===== src/hw/rtl/dmn_pkg.sv =====
// Shared widths, constants and a leading-one helper for the division magic number block.
package dmn_pkg;

  localparam int unsigned DivisorW   = 32;
  localparam int unsigned MagicW     = 64;
  localparam int unsigned RemW       = DivisorW;
  localparam int unsigned PosW       = $clog2(DivisorW);
  localparam int unsigned CntW       = $clog2(MagicW + DivisorW);
  localparam int unsigned NibW       = 4;
  localparam int unsigned MinDivisor = 3;

  function automatic logic [1:0] nib_lead_one(input logic [NibW-1:0] nib);
    logic [1:0] idx;
    priority if (nib[3]) idx = 2'd3;
    else if (nib[2]) idx = 2'd2;
    else if (nib[1]) idx = 2'd1;
    else idx = 2'd0;
    return idx;
  endfunction

endpackage


===== src/hw/rtl/division_magic_number_top.sv =====
// Magic number for division by an invariant 32-bit divisor, bit-serial restoring divider.
// A divisor below three gives its word in the cycle after acceptance, busy stays low.
// Otherwise: leading-one scan (one nibble a cycle), then the 33-bit compare/subtract unit builds
// the quotient bit by bit, and the round-up add gives the word that is shown.
// One divisor at a time: busy_o is high from acceptance until the result word is shown.
// Reset clears the sequencer and the strobe; the receiver cannot stall a result word.
module division_magic_number_top (
  input  logic                          clk_i,
  input  logic                          rst_ni,
  input  logic                          start_i,
  output logic                          busy_o,
  input  logic [dmn_pkg::DivisorW-1:0]  divisor_i,
  output logic                          valid_o,
  output logic [dmn_pkg::MagicW-1:0]    magic_o,
  output logic                          invalid_o
);
  import dmn_pkg::*;

  localparam logic [1:0] StIdle = 2'd0;
  localparam logic [1:0] StScan = 2'd1;
  localparam logic [1:0] StDiv  = 2'd2;
  localparam logic [1:0] StFin  = 2'd3;

  localparam logic [PosW-1:0] ScanBase = PosW'(DivisorW - NibW);

  logic [1:0]          state_q, state_d;
  logic [DivisorW-1:0] d_q, d_d;
  logic [DivisorW-1:0] scan_q, scan_d;
  logic [PosW-1:0]     pos_q, pos_d;
  logic [CntW-1:0]     cnt_q, cnt_d;
  logic [RemW-1:0]     rem_q, rem_d;
  logic [MagicW-1:0]   quo_q, quo_d;
  logic                first_q, first_d;
  logic                valid_q, valid_d;
  logic [MagicW-1:0]   magic_q, magic_d;
  logic                invalid_q, invalid_d;

  logic                accept;
  logic [RemW:0]       rem_sh;
  logic [RemW+1:0]     diff;
  logic                ge;
  logic [PosW-1:0]     lead_pos;

  assign accept   = start_i && (state_q == StIdle);
  assign rem_sh   = {rem_q, first_q};
  assign diff     = {1'b0, rem_sh} - {2'b00, d_q};
  assign ge       = !diff[RemW+1];
  assign lead_pos = pos_q + PosW'(nib_lead_one(scan_q[DivisorW-1 -: NibW]));

  always_comb begin
    state_d   = state_q;
    d_d       = d_q;
    scan_d    = scan_q;
    pos_d     = pos_q;
    cnt_d     = cnt_q;
    rem_d     = rem_q;
    quo_d     = quo_q;
    first_d   = first_q;
    valid_d   = 1'b0;
    magic_d   = magic_q;
    invalid_d = invalid_q;
    unique case (state_q)
      StIdle: begin
        if (accept) begin
          if (divisor_i < DivisorW'(MinDivisor)) begin
            valid_d   = 1'b1;
            magic_d   = '0;
            invalid_d = 1'b1;
          end else begin
            d_d     = divisor_i;
            scan_d  = divisor_i;
            pos_d   = ScanBase;
            state_d = StScan;
          end
        end
      end
      StScan: begin
        if (scan_q[DivisorW-1 -: NibW] != '0) begin
          cnt_d   = CntW'(MagicW) + CntW'(lead_pos);
          rem_d   = '0;
          quo_d   = '0;
          first_d = 1'b1;
          state_d = StDiv;
        end else begin
          scan_d = scan_q << NibW;
          pos_d  = pos_q - PosW'(NibW);
        end
      end
      StDiv: begin
        first_d = 1'b0;
        quo_d   = {quo_q[MagicW-2:0], ge};
        rem_d   = ge ? diff[RemW-1:0] : rem_sh[RemW-1:0];
        if (cnt_q == '0) begin
          state_d = StFin;
        end else begin
          cnt_d = cnt_q - CntW'(1);
        end
      end
      StFin: begin
        valid_d   = 1'b1;
        magic_d   = quo_q + MagicW'(rem_q != '0);
        invalid_d = 1'b0;
        state_d   = StIdle;
      end
      default: state_d = StIdle;
    endcase
  end

  always_ff @(posedge clk_i or negedge rst_ni) begin
    if (!rst_ni) begin
      state_q <= StIdle;
      valid_q <= 1'b0;
    end else begin
      state_q <= state_d;
      valid_q <= valid_d;
    end
  end

  always_ff @(posedge clk_i) begin
    d_q       <= d_d;
    scan_q    <= scan_d;
    pos_q     <= pos_d;
    cnt_q     <= cnt_d;
    rem_q     <= rem_d;
    quo_q     <= quo_d;
    first_q   <= first_d;
    magic_q   <= magic_d;
    invalid_q <= invalid_d;
  end

  assign busy_o    = (state_q != StIdle);
  assign valid_o   = valid_q;
  assign magic_o   = magic_q;
  assign invalid_o = invalid_q;

`ifndef SYNTH
  a_valid_idle: assert property (@(posedge clk_i) disable iff (!rst_ni)
    valid_o |-> !busy_o) else $error("result word shown while busy");

  a_invalid_zero: assert property (@(posedge clk_i) disable iff (!rst_ni)
    (valid_o && invalid_o) |-> (magic_o == '0)) else $error("invalid word with nonzero magic");

  a_small_fast: assert property (@(posedge clk_i) disable iff (!rst_ni)
    (start_i && !busy_o && (divisor_i < DivisorW'(MinDivisor))) |=> (valid_o && invalid_o))
    else $error("small divisor not flagged next cycle");

  a_rem_bound: assert property (@(posedge clk_i) disable iff (!rst_ni)
    (state_q == StDiv) |-> (rem_q < d_q)) else $error("remainder not below divisor");

  a_big_busy: assert property (@(posedge clk_i) disable iff (!rst_ni)
    (start_i && !busy_o && (divisor_i >= DivisorW'(MinDivisor))) |=> (busy_o && !valid_o))
    else $error("valid divisor did not start the divider");
`endif

endmodule


===== config.mk =====
export PLATFORM = sky130hd
export DESIGN_NAME = division_magic_number_top
export DESIGN_NICKNAME = d
export VERILOG_FILES = /design/src/hw/rtl/dmn_pkg.sv /design/src/hw/rtl/division_magic_number_top.sv
export SDC_FILE = /design/constraint.sdc
export NUM_CORES = 1
export LEC_CHECK = 0
export ABC_AREA = 0
export BUFFER_PORTS_ARGS = -buffer_cell sky130_fd_sc_hd__buf_2
export CORE_MARGIN = 2
export CORE_UTILIZATION = 54
export CTS_CLUSTER_DIAMETER = 60
export DETAILED_ROUTE_END_ITERATION = 8
export PLACE_DENSITY = 0.77
export SLEW_MARGIN = 20
export SYNTH_ARGS = -nofsm -noshare
export SYNTH_HDL_FRONTEND = slang
export SYNTH_SLANG_ARGS = --single-unit
export TNS_END_PERCENT = 100

===== constraint.sdc =====
create_clock -name clk_i -period 6.35 [get_ports clk_i]
set_input_delay 0.9525 -clock clk_i [delete_from_list [all_inputs] [get_ports clk_i]]
set_output_delay 0.9525 -clock clk_i [all_outputs]
set_load 0.01 [all_outputs]

==> impl_summary.log <==
[metrics] run status: finished, final reports clean
[metrics] worst hold slack after final layout: about 0.23 ns
[metrics] area of all placed cells without fillers: 0.01382 mm2
[metrics] via count: 7955
[metrics] initial core utilization: 55.37%
[metrics] peak-usage layer in the global routing report: met2
[metrics] cells taking the most area after synthesis: edfxtp_1, ha_1, xor2_1
[metrics] count of pins over their slew limit: 0
[metrics] Global Route Usage Sum: 20.46%
[metrics] data required time at the worst endpoint: 6.60 ns
[metrics] clock edge transition at the registers on the reported setup and hold paths: 0.06 ns
[metrics] PwrDens: 534.7 mW/mm2
[metrics] sum of net half-perimeters after detailed placement: about 17000 um
[metrics] number of endpoints failing setup at the final stage: 0
[metrics] portion of the post-synthesis area used by sequential elements: just under 60%
[metrics] Global Route met2 Usage: about a third
[metrics] Final min period: 3.817 ns
[metrics] Die Outline Area: between 0.02 and 0.025 mm2
[metrics] clock insertion delay at the later pin of the skew report: ~0.52 ns
[metrics] number of endpoints with negative hold slack in the final report: 0
[metrics] max-cap viol count: 0
[metrics] remaining routing DRC violations: 0
[metrics] sequential cell area in the final layout: a little over 0.007 mm2
[metrics] number of sinks driven by the clock tree: between 200 and 250
[metrics] Gates resized, CTS repair: 0
[metrics] total number of placement rows: between 50 and 60
[metrics] final antenna-violating net count: 0
[metrics] wire length of the first global-routing pass: roughly 39000 um
[metrics] number of antenna violations at the first check in global routing: 0
[metrics] post-route setup TNS: 0 ns
[metrics] worst hold path class: input port to async pin
[metrics] logic depth of the worst register-to-register path: 11
[metrics] most instantiated library cell after synthesis: edfxtp_1
[metrics] via density per instance: 5.602
[metrics] Die X-Extent: approximately 150 um
[metrics] instance area at placement: ~0.013 mm2
[metrics] CTS HTree Levels: 1
[metrics] 1st-pass router iterations: 5
[metrics] synthesized flop and latch total: 239
[metrics] Synth-to-Final Area Change: 13.32%
[metrics] nature of the critical path endpoint: register
[metrics] nets: roughly 1.2k
[metrics] Yosys top cell by area: edfxtp_1
[metrics] total leakage power: about 5.3 nW
[metrics] die extent in y: ~150 um
[metrics] startpoint types: register
[metrics] Final Cycle Share: 60.11%
[metrics] fraction of synthesized cell area taken by the top area cell type: 58.10%
[metrics] area of the multi-input gates: 0.004706 mm2
[metrics] maximum achievable frequency: between 200 and 300 MHz
[metrics] final routed wirelength across all metal layers: approximately 24000 um
[metrics] Syn Area/Cell: between 10 and 15 um2
[metrics] largest net degree at the start of global routing: 80
[metrics] number of synthesized flops with an enable pin: roughly 240
[metrics] most frequent cells after synthesis: edfxtp_1, nor2_1, and2_1
[metrics] Final Total Pwr: 7.390 mW
[metrics] count of hold buffers inserted by post-cts repair: 0
[metrics] met1 global-route usage: 29.18%
[metrics] post-synthesis cell type count: slightly above 60
[metrics] maximum vdd drop: approximately 0.48 mV
[metrics] Synth Instances: 1014
[metrics] Filler Cell Count: 1728
[metrics] RSZ-0062 raised after global routing: false
[metrics] post-CTS setup-driven buffer insertion count: 0
[metrics] clk_skew: roughly 0.016 ns
[metrics] maximum clock path buffer count: 3
[metrics] TritonCTS clock tree: done
[metrics] share of flip-flops with an asynchronous set or reset after synthesis: 1.255%
[metrics] met3 GRT Util: between 3 and 4%
[metrics] actual slew at the worst max-slew pin: 1.033 ns
[metrics] area of the mapped netlist: 0.01220 mm2
[metrics] number of buffers added by the clock tree synthesis step: 27
[metrics] fraction of final layout cells sized beyond drive strength 1: between 10% and 20%
[metrics] fin cells: roughly 1.4k
[metrics] Critical Path AT: approximately 4.1 ns
[metrics] dominant synthesized flop cell: edfxtp_1
[metrics] grt total ovfl: 0
[metrics] Port Buffer Count: 101
[metrics] number of global-route vias before repair: about 7.6k
[metrics] CTS root buf: clkbuf_16
[metrics] post-synthesis net count: between 1k and 1.5k
[metrics] Floorplan Core Area: between 0.02 and 0.025 mm2
[metrics] total instance count after detailed placement: ~1.4k
[metrics] relative slew slack: between 30% and 40%
[metrics] boundary pin count: between 100 and 150
[metrics] WL per Instance: 16.94 um
[metrics] routability cong.: between 0.9 and 1
[metrics] yosys warns: 0
[metrics] classification of the worst setup path: register to register
[metrics] crit-path max FO: 22
[metrics] ANT cells: 0
[metrics] iteration-0 DRC count of the detailed router: slightly below 600
-- kinds of logic (layout without fill, tap and decap cells) --
logic type	count (synthesis)	in the layout	share of synthesized area, %
simple gates	375	375	16.00
compound gates	128	128	6.873
xor+xnor	88	88	6.319
flops	239	239	58.72
mux	54	54	4.719
buf+inv	87	213	2.893
fa+ha+maj	43	43	4.473
-- through the flow --
stage	util [%]	setup slack (ns)
2_1_floorplan	-	0.4837
3_3_place_gp	59.04	2.659
3_5_place_dp	59.04	2.557
4_1_cts	62.75	2.545
5_1_grt	62.75	2.257
6_report	62.75	2.533
-- placed cells by master, fill, tap and decap left out, types with 4 or more instances in the layout --
cell type / count
a21o_1: 10
ha_1: 41
xor2_1: 55
o21ai_0: 28
clkbuf_16: 27
and2_1: 71
o21bai_1: 6
nor2b_1: 7
mux2i_1: 26
nor3_1: 6
clkinv_1: 5
buf_2: 101
a31oi_1: 4
inv_1: 55
and4_1: 6
edfxtp_1: 236
a21oi_1: 49
nor2_1: 109
nand4_1: 19
clkbuf_1: 8
o21ai_1: 4
buf_4: 9
mux2_2: 28
nand3_1: 39
xnor2_1: 33
nor4_1: 18
and3_1: 15
or3_1: 10
nand2_1: 55
-- path summary, 6_finish.rpt --
kind                                start    endpoint  slack, ns
worst max register to register   rem_q[7]    rem_q[3]       2.53
worst max-delay path             rem_q[7]    rem_q[3]       2.53
min in group clk_i              scan_q[1]   scan_q[5]       0.54
worst min-delay path               rst_ni     valid_o       0.23
worst min register to register  scan_q[1]   scan_q[5]       0.54
max in group asynchronous          rst_ni  state_q[0]       6.02
-- registers in the layout, indices dropped and copies added, names as in the netlist --
register and count:
d_q 32, invalid_o 1, magic_o 64, valid_o 1, cnt_q 7, first_q 1
pos_q 3, state_q 2, quo_q 64, rem_q 32, scan_q 32
-- power by group --
group	leakage [nW]	total, mW	switching [mW]	internal [mW]
registers	2.33	3.10	0.423	2.68
logic	2.54	2.85	1.75	1.10
clock network	0.393	1.44	0.582	0.859
total	5.26	7.39	2.75	4.64
-- routing by layer --
| metal | wire (um) | vias to the layer above |
|---|---|---|
| met5 | 0 | - |
| met4 | 425 | 0 |
| met3 | 1312 | 36 |
| met2 | 11400 | 225 |
| met1 | 10920 | 3811 |
| li1 | - | 3883 |
-- critical path, stage by stage (launching register included) --
cell,delay (ns)
edfxtp_1,0.42
ha_1,0.37
a21oi_1,0.30
o221ai_1,0.17
a21oi_1,0.22
nor2_1,0.09
a211oi_4,0.21
o21ai_2,0.13
a311oi_4,0.86
buf_4,0.47
mux2i_1,0.24
nor2_1,0.06
-- final cells by class --
cell class / instances / share of cell area [%]
inverters: 57 / 1.548
multi-input cells: 688 / 34.05
well taps: 280 / 2.535
repair buffers: 110 / 4.146
flip-flops and latches: 239 / 51.82
clock inverters: 11 / 0.7967
clock buffers: 35 / 5.106
(Power assumes the default switching activity.)
